==> config.mk <==
export PLATFORM = sky130hd
export DESIGN_NAME = masked_io_register_file_flat
export DESIGN_NICKNAME = d
export VERILOG_FILES = /design/src/rtl/mior_pkg.sv /design/src/rtl/mior_req_if.sv /design/src/rtl/mior_rsp_if.sv /design/src/rtl/mior_decode.sv /design/src/rtl/mior_regs.sv /design/src/rtl/masked_io_register_file.sv /design/src/flat_wrapper.sv
export SDC_FILE = /design/constraint.sdc
export NUM_CORES = 1
export LEC_CHECK = 0
export BUFFER_PORTS_ARGS = -buffer_cell sky130_fd_sc_hd__buf_2
export CORE_ASPECT_RATIO = 2
export CORE_MARGIN = 1
export CORE_UTILIZATION = 44
export CTS_BUF_LIST = sky130_fd_sc_hd__clkbuf_4 sky130_fd_sc_hd__clkbuf_8
export CTS_CLUSTER_SIZE = 40
export DETAILED_ROUTE_END_ITERATION = 12
export GPL_TIMING_DRIVEN = 0
export SKIP_LAST_GASP = 1
export SLEW_MARGIN = 5
export SYNTH_ARGS = -nofsm -noshare
export SYNTH_HDL_FRONTEND = slang
export SYNTH_SLANG_ARGS = --single-unit
==> constraint.sdc <==
create_clock -name clk -period 4.25 [get_ports clk]
set_clock_uncertainty 0.1 [all_clocks]
set_input_delay 1.0625 -clock clk [delete_from_list [all_inputs] [get_ports clk]]
set_output_delay 1.0625 -clock clk [all_outputs]
set_load 0.01 [all_outputs]
==> src/rtl/mior_pkg.sv <==
// Shared types, constants and register decode table for the masked I/O register file.
`default_nettype none

package mior_pkg;

    // Field widths
    localparam int CMD_W  = 3;
    localparam int ADDR_W = 16;
    localparam int DATA_W = 8;
    localparam int CODE_W = 3;

    // Bank geometry
    localparam int STORE_DEPTH  = 128;
    localparam int DECODE_SPAN  = 81;
    localparam int NUM_SLOTS    = 26;
    localparam int SLOT_W       = $clog2(NUM_SLOTS);
    localparam int DECODE_LIMIT_I = (DECODE_SPAN < STORE_DEPTH) ? DECODE_SPAN : STORE_DEPTH;
    localparam logic [ADDR_W:0]   DECODE_LIMIT = (ADDR_W + 1)'(DECODE_LIMIT_I);
    localparam logic [ADDR_W-1:0] BASE_ADDRESS = 16'hFF00;

    // Commands
    localparam logic [CMD_W-1:0] CMD_IO_READ     = 3'd0;
    localparam logic [CMD_W-1:0] CMD_IO_WRITE    = 3'd1;
    localparam logic [CMD_W-1:0] CMD_AUDIO_READ  = 3'd2;
    localparam logic [CMD_W-1:0] CMD_AUDIO_WRITE = 3'd3;
    localparam logic [CMD_W-1:0] CMD_VIDEO_READ  = 3'd4;
    localparam logic [CMD_W-1:0] CMD_VIDEO_WRITE = 3'd5;

    // Fault codes
    localparam logic [CODE_W-1:0] FAULT_NONE        = 3'd0;
    localparam logic [CODE_W-1:0] FAULT_IO_READ     = 3'd1;
    localparam logic [CODE_W-1:0] FAULT_IO_WRITE    = 3'd2;
    localparam logic [CODE_W-1:0] FAULT_AUDIO_READ  = 3'd3;
    localparam logic [CODE_W-1:0] FAULT_AUDIO_WRITE = 3'd4;
    localparam logic [CODE_W-1:0] FAULT_VIDEO_READ  = 3'd5;
    localparam logic [CODE_W-1:0] FAULT_VIDEO_WRITE = 3'd6;

    // Port membership bits
    localparam logic [2:0] PORT_NONE  = 3'b000;
    localparam logic [2:0] PORT_IO    = 3'b001;
    localparam logic [2:0] PORT_AUDIO = 3'b010;
    localparam logic [2:0] PORT_VIDEO = 3'b100;

    typedef struct packed {
        logic [2:0]        ports;
        logic [DATA_W-1:0] rmask;
        logic [DATA_W-1:0] wmask;
        logic [SLOT_W-1:0] slot;
    } desc_t;

    // Decoded access handed to the register bank
    typedef struct packed {
        logic              hit;
        logic              is_write;
        logic [SLOT_W-1:0] slot;
        logic [DATA_W-1:0] rmask;
        logic [DATA_W-1:0] wmask;
        logic [CODE_W-1:0] fault;
    } acc_t;

    // Stored power-on contents per slot (already through the CPU write mask)
    localparam logic [DATA_W-1:0] SLOT_RESET [NUM_SLOTS] = '{
        8'h00, 8'hBF, 8'hF3, 8'hF3, 8'h0F, 8'h3F, 8'h00, 8'hFF, 8'h0F,
        8'h00, 8'hFF, 8'h00, 8'hFF, 8'h0F, 8'h3F, 8'h00, 8'h00, 8'h00,
        8'h77, 8'hF3, 8'h80, 8'h91, 8'h00, 8'h00, 8'hFC, 8'h00
    };

    function automatic desc_t reg_desc(input logic [6:0] off);
        desc_t d;
        d = '{ports: PORT_NONE, rmask: 8'h00, wmask: 8'h00, slot: '0};
        unique case (off)
            7'h10: d = '{PORT_IO | PORT_AUDIO, 8'h80, 8'h7F, SLOT_W'(0)};
            7'h11: d = '{PORT_IO | PORT_AUDIO, 8'h3F, 8'hFF, SLOT_W'(1)};
            7'h12: d = '{PORT_IO | PORT_AUDIO, 8'h00, 8'hFF, SLOT_W'(2)};
            7'h13: d = '{PORT_IO | PORT_AUDIO, 8'hFF, 8'hFF, SLOT_W'(3)};
            7'h14: d = '{PORT_IO | PORT_AUDIO, 8'hBF, 8'hCF, SLOT_W'(4)};
            7'h16: d = '{PORT_IO | PORT_AUDIO, 8'h3F, 8'hFF, SLOT_W'(5)};
            7'h17: d = '{PORT_IO | PORT_AUDIO, 8'h00, 8'hFF, SLOT_W'(6)};
            7'h18: d = '{PORT_IO | PORT_AUDIO, 8'hFF, 8'hFF, SLOT_W'(7)};
            7'h19: d = '{PORT_IO | PORT_AUDIO, 8'hBF, 8'hCF, SLOT_W'(8)};
            7'h1A: d = '{PORT_IO | PORT_AUDIO, 8'h7F, 8'h80, SLOT_W'(9)};
            7'h1B: d = '{PORT_IO | PORT_AUDIO, 8'h00, 8'hFF, SLOT_W'(10)};
            7'h1C: d = '{PORT_IO | PORT_AUDIO, 8'h9F, 8'h60, SLOT_W'(11)};
            7'h1D: d = '{PORT_IO | PORT_AUDIO, 8'h00, 8'hFF, SLOT_W'(12)};
            7'h1E: d = '{PORT_IO | PORT_AUDIO, 8'hBF, 8'hCF, SLOT_W'(13)};
            7'h20: d = '{PORT_IO | PORT_AUDIO, 8'hFF, 8'h3F, SLOT_W'(14)};
            7'h21: d = '{PORT_IO | PORT_AUDIO, 8'h00, 8'hFF, SLOT_W'(15)};
            7'h22: d = '{PORT_IO | PORT_AUDIO, 8'h00, 8'hFF, SLOT_W'(16)};
            7'h23: d = '{PORT_IO | PORT_AUDIO, 8'hBF, 8'hC0, SLOT_W'(17)};
            7'h24: d = '{PORT_IO | PORT_AUDIO, 8'h00, 8'hFF, SLOT_W'(18)};
            7'h25: d = '{PORT_IO | PORT_AUDIO, 8'h00, 8'hFF, SLOT_W'(19)};
            7'h26: d = '{PORT_IO | PORT_AUDIO, 8'h70, 8'h80, SLOT_W'(20)};
            7'h40: d = '{PORT_IO | PORT_VIDEO, 8'h00, 8'hFF, SLOT_W'(21)};
            7'h42: d = '{PORT_IO | PORT_VIDEO, 8'h00, 8'hFF, SLOT_W'(22)};
            7'h44: d = '{PORT_IO | PORT_VIDEO, 8'h00, 8'h00, SLOT_W'(23)};
            7'h47: d = '{PORT_IO | PORT_VIDEO, 8'h00, 8'hFF, SLOT_W'(24)};
            7'h50: d = '{PORT_IO,              8'h00, 8'h01, SLOT_W'(25)};
            default: d = '{ports: PORT_NONE, rmask: 8'h00, wmask: 8'h00, slot: '0};
        endcase
        return d;
    endfunction

endpackage

`default_nettype wire

==> src/rtl/mior_req_if.sv <==
// Access request channel: command, address and write byte.
`default_nettype none

interface mior_req_if
    import mior_pkg::*;
();
    logic              valid;
    logic              ready;
    logic [CMD_W-1:0]  command;
    logic [ADDR_W-1:0] address;
    logic [DATA_W-1:0] write_value;

    modport source (output valid, output command, output address, output write_value,
                    input ready);
    modport sink   (input valid, input command, input address, input write_value,
                    output ready);
endinterface

`default_nettype wire

==> src/rtl/mior_rsp_if.sv <==
// Access response channel: read byte and fault codes.
`default_nettype none

interface mior_rsp_if
    import mior_pkg::*;
();
    logic              valid;
    logic              ready;
    logic [DATA_W-1:0] read_data;
    logic [CODE_W-1:0] access_fault;
    logic [CODE_W-1:0] sticky_fault;

    modport source (output valid, output read_data, output access_fault,
                    output sticky_fault, input ready);
    modport sink   (input valid, input read_data, input access_fault,
                    input sticky_fault, output ready);
endinterface

`default_nettype wire

==> src/rtl/mior_decode.sv <==
// Address and command decode: register slot, port-adjusted masks and fault code.
`default_nettype none

module mior_decode
    import mior_pkg::*;
(
    input  wire logic [CMD_W-1:0]  command,
    input  wire logic [ADDR_W-1:0] address,
    output acc_t                   acc
);

    logic [ADDR_W-1:0] off;
    logic              in_range;
    desc_t             desc;
    logic [2:0]        port;
    logic [CODE_W-1:0] code;
    logic              is_write;
    logic              hit;

    assign off      = address - BASE_ADDRESS;
    assign in_range = (address >= BASE_ADDRESS) && ({1'b0, off} < DECODE_LIMIT);
    assign desc     = reg_desc(off[6:0]);

    always_comb
    begin
        port     = PORT_NONE;
        code     = FAULT_NONE;
        is_write = 1'b0;
        unique case (command)
            CMD_IO_READ:     begin port = PORT_IO;    code = FAULT_IO_READ;     end
            CMD_IO_WRITE:    begin port = PORT_IO;    code = FAULT_IO_WRITE;
                                   is_write = 1'b1;                             end
            CMD_AUDIO_READ:  begin port = PORT_AUDIO; code = FAULT_AUDIO_READ;  end
            CMD_AUDIO_WRITE: begin port = PORT_AUDIO; code = FAULT_AUDIO_WRITE;
                                   is_write = 1'b1;                             end
            CMD_VIDEO_READ:  begin port = PORT_VIDEO; code = FAULT_VIDEO_READ;  end
            CMD_VIDEO_WRITE: begin port = PORT_VIDEO; code = FAULT_VIDEO_WRITE;
                                   is_write = 1'b1;                             end
            default:         begin port = PORT_NONE;  code = FAULT_NONE;        end
        endcase
    end

    assign hit = in_range && ((desc.ports & port) != PORT_NONE);

    always_comb
    begin
        acc.hit      = hit;
        acc.is_write = is_write;
        acc.slot     = desc.slot;
        // audio and video ports see the bank unmasked
        acc.rmask    = (port == PORT_IO) ? desc.rmask : 8'h00;
        acc.wmask    = (port == PORT_IO) ? desc.wmask : 8'hFF;
        acc.fault    = (port != PORT_NONE && !hit) ? code : FAULT_NONE;
    end

endmodule

`default_nettype wire

==> src/rtl/mior_regs.sv <==
// Register bank: one byte per decoded register, masked read and write.
`default_nettype none

module mior_regs
    import mior_pkg::*;
(
    input  wire logic              clk,
    input  wire logic              rst_n,
    input  wire logic              en,
    input  wire acc_t              acc,
    input  wire logic [DATA_W-1:0] write_value,
    output logic [DATA_W-1:0]      read_data
);

    logic [DATA_W-1:0] store_reg [NUM_SLOTS];

    always_ff @(posedge clk or negedge rst_n)
    begin
        if (!rst_n)
        begin
            for (int i = 0; i < NUM_SLOTS; i++)
            begin
                store_reg[i] <= SLOT_RESET[i];
            end
        end
        else if (en && acc.hit && acc.is_write)
        begin
            store_reg[acc.slot] <= write_value & acc.wmask;
        end
    end

    assign read_data = (acc.hit && !acc.is_write) ? (store_reg[acc.slot] | acc.rmask)
                                                  : 8'h00;

endmodule

`default_nettype wire

==> src/rtl/masked_io_register_file.sv <==
// Masked I/O register file for sound, LCD and boot mapping registers.
//
// Usage: each beat on req carries one access (command, address, write_value);
// each access yields exactly one beat on rsp (read_data, access_fault,
// sticky_fault), in order. CPU reads OR in a per-register read mask, CPU
// writes AND with a write mask; audio and video ports access their own
// subsets unmasked. A bad address returns 0 and records its fault code.
// An accepted request is held in the input register and decoded from it;
// its response is registered in the output register.
// Throughput: one access per cycle while rsp is ready, set by the single
// decode and bank access between the input and output registers.
// Reset: the bank loads its power-on values, the sticky fault clears and
// both stages empty. When rsp stalls, the output register holds its beat,
// the input register holds the next access and req drops ready once both
// are full; no beat is lost.
`default_nettype none

module masked_io_register_file
    import mior_pkg::*;
(
    input  wire logic   clk,
    input  wire logic   rst_n,
    mior_req_if.sink    req,
    mior_rsp_if.source  rsp
);

    logic              in_valid_reg;
    logic [CMD_W-1:0]  cmd_reg;
    logic [ADDR_W-1:0] addr_reg;
    logic [DATA_W-1:0] wval_reg;

    logic              out_valid_reg;
    logic [DATA_W-1:0] rdata_reg;
    logic [CODE_W-1:0] afault_reg;
    logic [CODE_W-1:0] sfault_reg;
    logic [CODE_W-1:0] sticky_reg;
    logic [CODE_W-1:0] sticky_next;

    acc_t              acc;
    logic [DATA_W-1:0] bank_rdata;
    logic              advance;

    assign advance   = in_valid_reg && (!out_valid_reg || rsp.ready);
    assign req.ready = !in_valid_reg || advance;

    mior_decode u_decode (
        .command (cmd_reg),
        .address (addr_reg),
        .acc     (acc)
    );

    mior_regs u_regs (
        .clk         (clk),
        .rst_n       (rst_n),
        .en          (advance),
        .acc         (acc),
        .write_value (wval_reg),
        .read_data   (bank_rdata)
    );

    assign sticky_next = (acc.fault != FAULT_NONE) ? acc.fault : sticky_reg;

    // input stage
    always_ff @(posedge clk or negedge rst_n)
    begin
        if (!rst_n)
        begin
            in_valid_reg <= 1'b0;
        end
        else if (req.ready)
        begin
            in_valid_reg <= req.valid;
        end
    end

    always_ff @(posedge clk)
    begin
        if (req.valid && req.ready)
        begin
            cmd_reg  <= req.command;
            addr_reg <= req.address;
            wval_reg <= req.write_value;
        end
    end

    // result stage
    always_ff @(posedge clk or negedge rst_n)
    begin
        if (!rst_n)
        begin
            out_valid_reg <= 1'b0;
            sticky_reg    <= FAULT_NONE;
        end
        else
        begin
            if (advance)
            begin
                out_valid_reg <= 1'b1;
                sticky_reg    <= sticky_next;
            end
            else if (rsp.ready)
            begin
                out_valid_reg <= 1'b0;
            end
        end
    end

    always_ff @(posedge clk)
    begin
        if (advance)
        begin
            rdata_reg  <= bank_rdata;
            afault_reg <= acc.fault;
            sfault_reg <= sticky_next;
        end
    end

    assign rsp.valid        = out_valid_reg;
    assign rsp.read_data    = rdata_reg;
    assign rsp.access_fault = afault_reg;
    assign rsp.sticky_fault = sfault_reg;

    a_sticky_records: assert property (@(posedge clk) disable iff (!rst_n)
        advance && acc.fault != FAULT_NONE |=> sticky_reg == $past(acc.fault))
        else $error("sticky fault not recorded");

    a_fault_zero_data: assert property (@(posedge clk) disable iff (!rst_n)
        rsp.valid && rsp.access_fault != FAULT_NONE |-> rsp.read_data == 8'h00)
        else $error("faulted access returned data");

    a_fault_matches_sticky: assert property (@(posedge clk) disable iff (!rst_n)
        rsp.valid && rsp.access_fault != FAULT_NONE |-> rsp.sticky_fault == rsp.access_fault)
        else $error("sticky fault differs from this beat's fault");

    a_input_held: assert property (@(posedge clk) disable iff (!rst_n)
        in_valid_reg && !advance |=> in_valid_reg)
        else $error("pending access dropped");

endmodule

`default_nettype wire
==> src/flat_wrapper.sv <==
// flat-port wrapper written by rule: the top's interface ports become plain ports
module masked_io_register_file_flat import mior_pkg::*;
  (clk, rst_n, req_valid, req_command, req_address, req_write_value, req_ready, rsp_valid, rsp_read_data, rsp_access_fault, rsp_sticky_fault, rsp_ready);
  mior_req_if req_i ();
  mior_rsp_if rsp_i ();
  input  wire logic clk;
  input  wire logic rst_n;
  input wire logic [$bits(req_i.valid)-1:0] req_valid;
  input wire logic [$bits(req_i.command)-1:0] req_command;
  input wire logic [$bits(req_i.address)-1:0] req_address;
  input wire logic [$bits(req_i.write_value)-1:0] req_write_value;
  output wire logic [$bits(req_i.ready)-1:0] req_ready;
  output wire logic [$bits(rsp_i.valid)-1:0] rsp_valid;
  output wire logic [$bits(rsp_i.read_data)-1:0] rsp_read_data;
  output wire logic [$bits(rsp_i.access_fault)-1:0] rsp_access_fault;
  output wire logic [$bits(rsp_i.sticky_fault)-1:0] rsp_sticky_fault;
  input wire logic [$bits(rsp_i.ready)-1:0] rsp_ready;
  assign req_i.valid = req_valid;
  assign req_i.command = req_command;
  assign req_i.address = req_address;
  assign req_i.write_value = req_write_value;
  assign req_ready = req_i.ready;
  assign rsp_valid = rsp_i.valid;
  assign rsp_read_data = rsp_i.read_data;
  assign rsp_access_fault = rsp_i.access_fault;
  assign rsp_sticky_fault = rsp_i.sticky_fault;
  assign rsp_i.ready = rsp_ready;
  masked_io_register_file u_core (.clk(clk), .rst_n(rst_n), .req(req_i), .rsp(rsp_i));
endmodule
==> impl_metrics.tcl, run 1 <==
set metrics [dict create \
    yosysTopAreaCell "sky130_fd_sc_hd__dfrtp_1" \
    grt_usage 0.308 \
    syn-num-nets 1129 \
    synth_cell_type_count 86 \
    postSynthRegisterBits 254 \
    kind_of_launch_point_of_the_worst_setup_path "register" \
    drt_pass1_iterations 7 \
    synth-edff-count 41 \
    dominant_register_cell_in_the_synthesized_netlist "sky130_fd_sc_hd__dfrtp_1" \
    drv.max_cap_violation_count 0 \
    critPathTopFamily "buffers and inverters" \
    crit_required_ps 4440 \
    fillCellCount 2621 \
    effective_utilization_at_floorplan 0.448 \
    largest_reg_flops 208 \
    wl_per_cell_um 27.8 \
    clkSlewWorstSetupHoldPaths_ps 70 \
    rsz_0062_raised_after_global_routing "true" \
    drt-total-wl_um 43500 \
    grt_pass1_vias 10100 \
    setup_viol 0 \
    worst_path_largest_cell_delay_ps 490 \
    final_period_minus_worst_setup_slack_ps 4220 \
    post-place-ws_ps -1110 \
    clock_sinks 254 \
    cp_data_arrival_time_ps 4410 \
    synthTopCellsByArea "sky130_fd_sc_hd__dfrtp_1 (24%), sky130_fd_sc_hd__dfstp_2 (18%), sky130_fd_sc_hd__edfxtp_1 (9.7%)" \
    crit_chain "inv_1 > ha_2 > inv_1 > mux4_2 > nand3_1 > nand3_2 > buf_4 > buf_2 > clkbuf_2 > nand3_1 > a32oi_1 > a31oi_1" \
    yosysSeqAreaShare 0.527 \
    worstSkewPairLatency_ps 580 \
    io_pins 47 \
    fp.coreArea_mm2 0.0283 \
    gp_congestion 1.02 \
    global_route_wire_length_before_repair_um 64600 \
    finalNonFillerCells 1568 \
    layout.area.seq_mm2 0.00667 \
    dpl-instance-area_mm2 0.0134 \
    report.final.slew_viol_count 0 \
    worstPathMaxFanout 10 \
    antenna_found_initial 0 \
    rows 87 \
    post-synth-top-area-fraction 0.245 \
    synthToLayoutAreaGrowth_pct 13.5 \
    finalCritPeriodShare 0.994 \
    synth_warnings 0 \
    detail_route.iter0.violations 681 \
    place.port_buffers 46 \
    dp.final_hpwl_um 31100 \
    power_density_mw_per_mm2 373 \
    fraction_of_layout_instances_using_a_drive_strength_above_1 0.355 \
    most_common_cell_after_layout_fill_and_taps_aside "sky130_fd_sc_hd__nand2_1" \
    timing.reg2reg.worst_path_depth 12 \
    place_inst 1492 \
    ir_drop_mv 0.174 \
    die-area_mm2 0.0295 \
    cts-buffers-inserted 38 \
    post-route-util 0.508 \
    min-delay-path-class "reg -> reg" \
    grt_remaining_overflow 0 \
    residual_antenna_violating_net_count_after_detailed_routing 0 \
    critPathSlowestCell "sky130_fd_sc_hd__a32oi_1" \
    cts_hold_buffers 0 \
    final_cell_mix "sky130_fd_sc_hd__nand2_1 (196), sky130_fd_sc_hd__dfrtp_1 (124), sky130_fd_sc_hd__mux2_2 (102), sky130_fd_sc_hd__dfstp_2 (89), sky130_fd_sc_hd__o21ai_0 (77)" \
    critical_path_buf_inv_count 5 \
    cp-end-kind "register" \
    syn-instance-count 1089 \
    timing_limited_maximum_frequency_ghz 0.237 \
    design.final.nets 1221 \
    syn-cell-area_mm2 0.0127 \
    htreeDepth 2 \
    final_design_area_no_fill_mm2 0.0144 \
    num_vias 9618 \
    finalWorstSetupSlack_ps 27.6 \
    synth-async-reset-ratio 0.839 \
    timing.final.hold_violations 0 \
    critical_path_cell_count 12 \
    chipHeight_um 242 \
    result_of_the_run "finished clean" \
    clk_root_buffer_cell "sky130_fd_sc_hd__clkbuf_8" \
    leakagePower_nw 5.98 \
    die_width_um 122 \
    vias_per_cell 6.13 \
    grt_start_max_net_pins 118 \
    cts_max_path_bufs 3 \
    avgSynthCellArea_um2 11.6 \
    remaining_drc_errors 0 \
    worst-slew-pin-transition_ps 1240 \
    setup.worst_path.class "reg -> reg" \
    cts_tree "built" \
    multi_input_comb_area_mm2 0.00566 \
    max-slew-margin-rel 0.165 \
    min_delay_path_depth 2 \
]
## cell usage after synthesis (11+ instances only)
master / n
sky130_fd_sc_hd__o21ai_0: 77
sky130_fd_sc_hd__and2_1: 13
sky130_fd_sc_hd__dfstp_2: 89
sky130_fd_sc_hd__clkbuf_1: 28
sky130_fd_sc_hd__a21oi_1: 30
sky130_fd_sc_hd__buf_2: 24
sky130_fd_sc_hd__a31oi_1: 19
sky130_fd_sc_hd__nor2b_1: 15
sky130_fd_sc_hd__nor3b_1: 11
sky130_fd_sc_hd__edfxtp_1: 41
sky130_fd_sc_hd__mux2_2: 102
sky130_fd_sc_hd__nand3_1: 33
sky130_fd_sc_hd__dfrtp_1: 124
sky130_fd_sc_hd__mux4_2: 27
sky130_fd_sc_hd__o21ai_1: 16
sky130_fd_sc_hd__buf_4: 14
sky130_fd_sc_hd__nor2_1: 17
sky130_fd_sc_hd__nand2_1: 196
sky130_fd_sc_hd__mux2_1: 33
## path summary, 6_finish.rpt
path	startpoint	to	slack (ps)
worst max-delay path	u_core.addr_reg[0]	u_core.rsp.read_data[0]	30
worst min-delay path	u_core.u_regs.store_reg[150]	u_core.u_regs.store_reg[150]	360
worst max register to register	u_core.addr_reg[0]	u_core.rsp.read_data[0]	30
worst min register to register	u_core.u_regs.store_reg[150]	u_core.u_regs.store_reg[150]	360
max in group asynchronous	rst_n	u_core.u_regs.store_reg[27]	2550
min in group asynchronous	rst_n	u_core.u_regs.store_reg[158]	400
## cells by family (layout without fill, tap and decap cells)
| family | count (synthesis) | after routing | synth area share |
|---|---|---|---|
| compound gates | 221 | 221 | 0.116 |
| xor+xnor | 2 | 2 | 0.00138 |
| fa+ha+maj | 9 | 9 | 0.00889 |
| buf+inv | 83 | 205 | 0.0329 |
| flops | 254 | 254 | 0.527 |
| mux | 170 | 170 | 0.174 |
| other cells | 0 | 1 | 0 |
| simple gates | 350 | 350 | 0.140 |
## tightest hold or removal path, stage by stage, from the launching register on
cell and delay [ps]:
sky130_fd_sc_hd__dfstp_2 360, sky130_fd_sc_hd__nand2_1 40, sky130_fd_sc_hd__o21ai_1 50
## per-stage QoR
stage | total power [mW] | hold slack [ps] | setup TNS (ps)
floorplan | 2.85 | 343 | 0
global placement | 3.10 | 352 | -236840
detailed placement | 3.11 | 357 | -16150
CTS | 5.37 | 365 | 0
global route | 5.53 | 379 | -20.8
finish | 5.37 | 363 | 0
## routing by layer
layer	track usage	part of all wire	vias to the layer above	wire [um]
met3	0.0612	0.057	181	2490
met1	0.313	0.33	4847	14400
met5	0	0	-	0
li1	-	-	4180	-
met2	0.524	0.51	410	22000
met4	0.273	0.11	0	4610
## power by group
group          total (mW)  switching [mW]  internal (mW)
clock network        2.29           0.999           1.29
logic               0.548           0.403          0.145
registers            2.54          0.0158           2.52
total                5.37            1.42           3.95
## timing repair
item                       in CTS  in global routing
gates resized for setup        15                  7
setup buffers                   2                  4
setup endpoints to repair     159                 99
pin swaps                       1                  4
## final cells by class
class | instances | share of cell area
Sequential cell | 254 | 0.464
Multi-Input combinational cell | 752 | 0.393
Clock buffer | 61 | 0.0514
Tap cell | 356 | 0.0310
Buffer | 70 | 0.0261
Timing Repair Buffer | 53 | 0.0226
Clock inverter | 9 | 0.00826
Inverter | 12 | 0.00313
Antenna cell | 1 | 0.000174
Power figures use the tool's default switching activity.
==> inputs of run 2 (changes only) <==
--- a/config.mk
+++ b/config.mk
@@ -6,9 +6,9 @@
 export NUM_CORES = 1
 export LEC_CHECK = 0
 export BUFFER_PORTS_ARGS = -buffer_cell sky130_fd_sc_hd__buf_2
-export CORE_ASPECT_RATIO = 2
+export CORE_ASPECT_RATIO = 1.4
 export CORE_MARGIN = 1
-export CORE_UTILIZATION = 44
+export CORE_UTILIZATION = 39
 export CTS_BUF_LIST = sky130_fd_sc_hd__clkbuf_4 sky130_fd_sc_hd__clkbuf_8
 export CTS_CLUSTER_SIZE = 40
 export DETAILED_ROUTE_END_ITERATION = 12
==> constraint.sdc (replaced) <==
create_clock -name clk -period 4.1 [get_ports clk]
set_clock_uncertainty 0.1 [all_clocks]
set_input_delay 1.025 -clock clk [delete_from_list [all_inputs] [get_ports clk]]
set_output_delay 1.025 -clock clk [all_outputs]
set_load 0.01 [all_outputs]
==> run 2 against run 1 <==
- die area increased by 13%
- power increased by 3.0%
- sequential power increased by 4%
- count of clock-buffer cells in the layout increased by 5
- combinational power increased by 2%
- via count decreased by 1.3%
- final cell count increased by 2.6%
- global-route usage decreased by 5.0 points
- sequential share of layout area decreased by 0.16 points
- design area increased by 0.36%
==> impl_metrics.tcl, run 2 (synthesized netlist as in run 1, its figures left out) <==
set metrics [dict create \
    design.final.nets 1223 \
    crit_path_start "u_core.addr_reg[1]" \
    most_common_cell_after_layout_fill_and_taps_aside "sky130_fd_sc_hd__nand2_1" \
    finalNonFillerCells 1608 \
    drv.max_cap_violation_count 0 \
    num_vias 9491 \
    fraction_of_layout_instances_using_a_drive_strength_above_1 0.360 \
    timing_limited_maximum_frequency_ghz 0.247 \
    worstSkewPairLatency_ps 580 \
    power_mw 5.53 \
    synthToLayoutAreaGrowth_pct 13.9 \
    cts-buffers-inserted 41 \
    effective_utilization_at_floorplan 0.399 \
    clkSlewWorstSetupHoldPaths_ps 70 \
    final_cell_mix "sky130_fd_sc_hd__nand2_1 (196), sky130_fd_sc_hd__dfrtp_1 (124), sky130_fd_sc_hd__mux2_2 (102), sky130_fd_sc_hd__dfstp_2 (89), sky130_fd_sc_hd__o21ai_0 (77)" \
    drt-total-wl_um 41700 \
    clock_sinks 254 \
    crit_required_ps 4290 \
    htreeDepth 2 \
    result_of_the_run "finished clean" \
    cp-end-kind "register" \
    finalCritPeriodShare 0.987 \
    multi_input_comb_area_mm2 0.00567 \
    grt_usage 0.258 \
    cp_data_arrival_time_ps 4230 \
    antenna_found_initial 0 \
    remaining_drc_errors 0 \
    rows 77 \
    ir_drop_mv 0.166 \
    dp.final_hpwl_um 29400 \
    final_period_minus_worst_setup_slack_ps 4050 \
    totalNegativeSetupSlack_ps 0 \
    clock_power_share 0.424 \
    holdCritStartpoint "u_core.u_regs.store_reg[148]" \
    grt_start_max_net_pins 118 \
    max-slew-margin-rel 0.0489 \
    setup_viol 0 \
    chipHeight_um 215 \
    power_density_mw_per_mm2 383 \
    cts_tree "built" \
    cts_max_path_bufs 3 \
    leakagePower_nw 6.00 \
    global_route_wire_length_before_repair_um 62400 \
    report.final.slew_viol_count 0 \
    combinationalPowerShare 0.101 \
    place_inst 1531 \
    detail_route.iter0.violations 722 \
    final_design_area_no_fill_mm2 0.0144 \
    kind_of_launch_point_of_the_worst_setup_path "register" \
    io_pins 47 \
    worst-slew-pin-transition_ps 1420 \
    drt_pass1_iterations 6 \
    antenna-diode-count 0 \
    critPathSlowestCell "sky130_fd_sc_hd__mux4_2" \
    wl_per_cell_um 25.9 \
    min-delay-path-class "reg -> reg" \
    finalHoldWorstSlack_ps 362 \
    place.port_buffers 46 \
    worstPathMaxFanout 10 \
    post-place-ws_ps -792 \
    die-area_mm2 0.0332 \
    die_width_um 154 \
    grt_remaining_overflow 0 \
    timing.final.hold_violations 0 \
    timing.reg2reg.worst_path_depth 11 \
    vias_per_cell 5.90 \
    gp_congestion 1.01 \
    worst_path_largest_cell_delay_ps 610 \
    layout.area.seq_mm2 0.00667 \
    rsz_0062_raised_after_global_routing "true" \
    fp.coreArea_mm2 0.0318 \
    cts_hold_buffers 0 \
    min_delay_path_depth 2 \
    internal-power_mw 4.07 \
    p_sw_mw 1.46 \
    grt_pass1_vias 9699 \
    fillCellCount 2957 \
    dpl-instance-area_mm2 0.0134 \
    p_sw_frac 0.264 \
    residual_antenna_violating_net_count_after_detailed_routing 0 \
    power.sequential.fraction 0.475 \
    largest_reg_flops 208 \
    setup.worst_path.class "reg -> reg" \
    clk_root_buffer_cell "sky130_fd_sc_hd__clkbuf_8" \
    crit_chain "buf_4 > ha_1 > and2_1 > o311a_1 > buf_2 > o22ai_4 > buf_6 > mux4_2 > a32o_1 > a211oi_4 > a31oi_1" \
    finalWorstSetupSlack_ps 53.1 \
    worstReg2RegStart "u_core.addr_reg[1]" \
    post-route-util 0.454 \
]
[run 2: cell count changes in the layout (fill, tap and decap cells not counted), sizes merged]
| cell | delta |
|---|---|
| clkbuf | +7 |
| buf | -3 |
| bufinv | -2 |
| clkinv | +1 |
| clkinvlp | -1 |
| diode | -1 |
[run 2: power by group through the flow]
stage	Clock [mW]	Combinational [mW]	Sequential, mW
3_3_place_gp	0	0.529	2.68
2_1_floorplan	0	0.280	2.68
4_1_cts	2.38	0.543	2.63
6_report	2.34	0.557	2.63
3_5_place_dp	0	0.534	2.68
5_1_grt	2.48	0.587	2.63
[run 2: critical path: cells and delay by family, from the launching register on]
kind            cells  cell delay [ps]
simple gates        1              200
compound gates      5             1480
flops               1              430
fa+ha+maj           1              220
buf+inv             3              690
mux                 1              610
[run 2: final cells by class]
class | instances | area share
Inverter | 12 | 0.00312
Buffer | 70 | 0.0261
Clock buffer | 66 | 0.0560
Clock inverter | 7 | 0.00416
Tap cell | 395 | 0.0342
Timing Repair Buffer | 52 | 0.0212
Sequential cell | 254 | 0.462
Multi-Input combinational cell | 752 | 0.393
[run 2: worst paths after layout]
kind,slack (ps),endpoint
max,50,u_core.rsp.read_data[5]
min,360,u_core.u_regs.store_reg[148]
max reg2reg,50,u_core.rsp.read_data[5]
min reg2reg,360,u_core.u_regs.store_reg[148]
max in group asynchronous,2430,u_core.u_regs.store_reg[3]
min in group asynchronous,390,u_core.u_regs.store_reg[166]
[run 2: routing by layer]
metal	global-route usage	up-vias	wire, um
li1	-	4175	-
met5	0	-	0
met2	0.444	381	20800
met4	0.180	0	3140
met1	0.288	4791	15400
met3	0.0474	144	2410
[run 2: what timing repair did]
item                                    CTS  global route
pin swaps                                 0             1
resized for setup                        11            14
endpoints found under the setup margin  189           118
setup buffers                             2             3
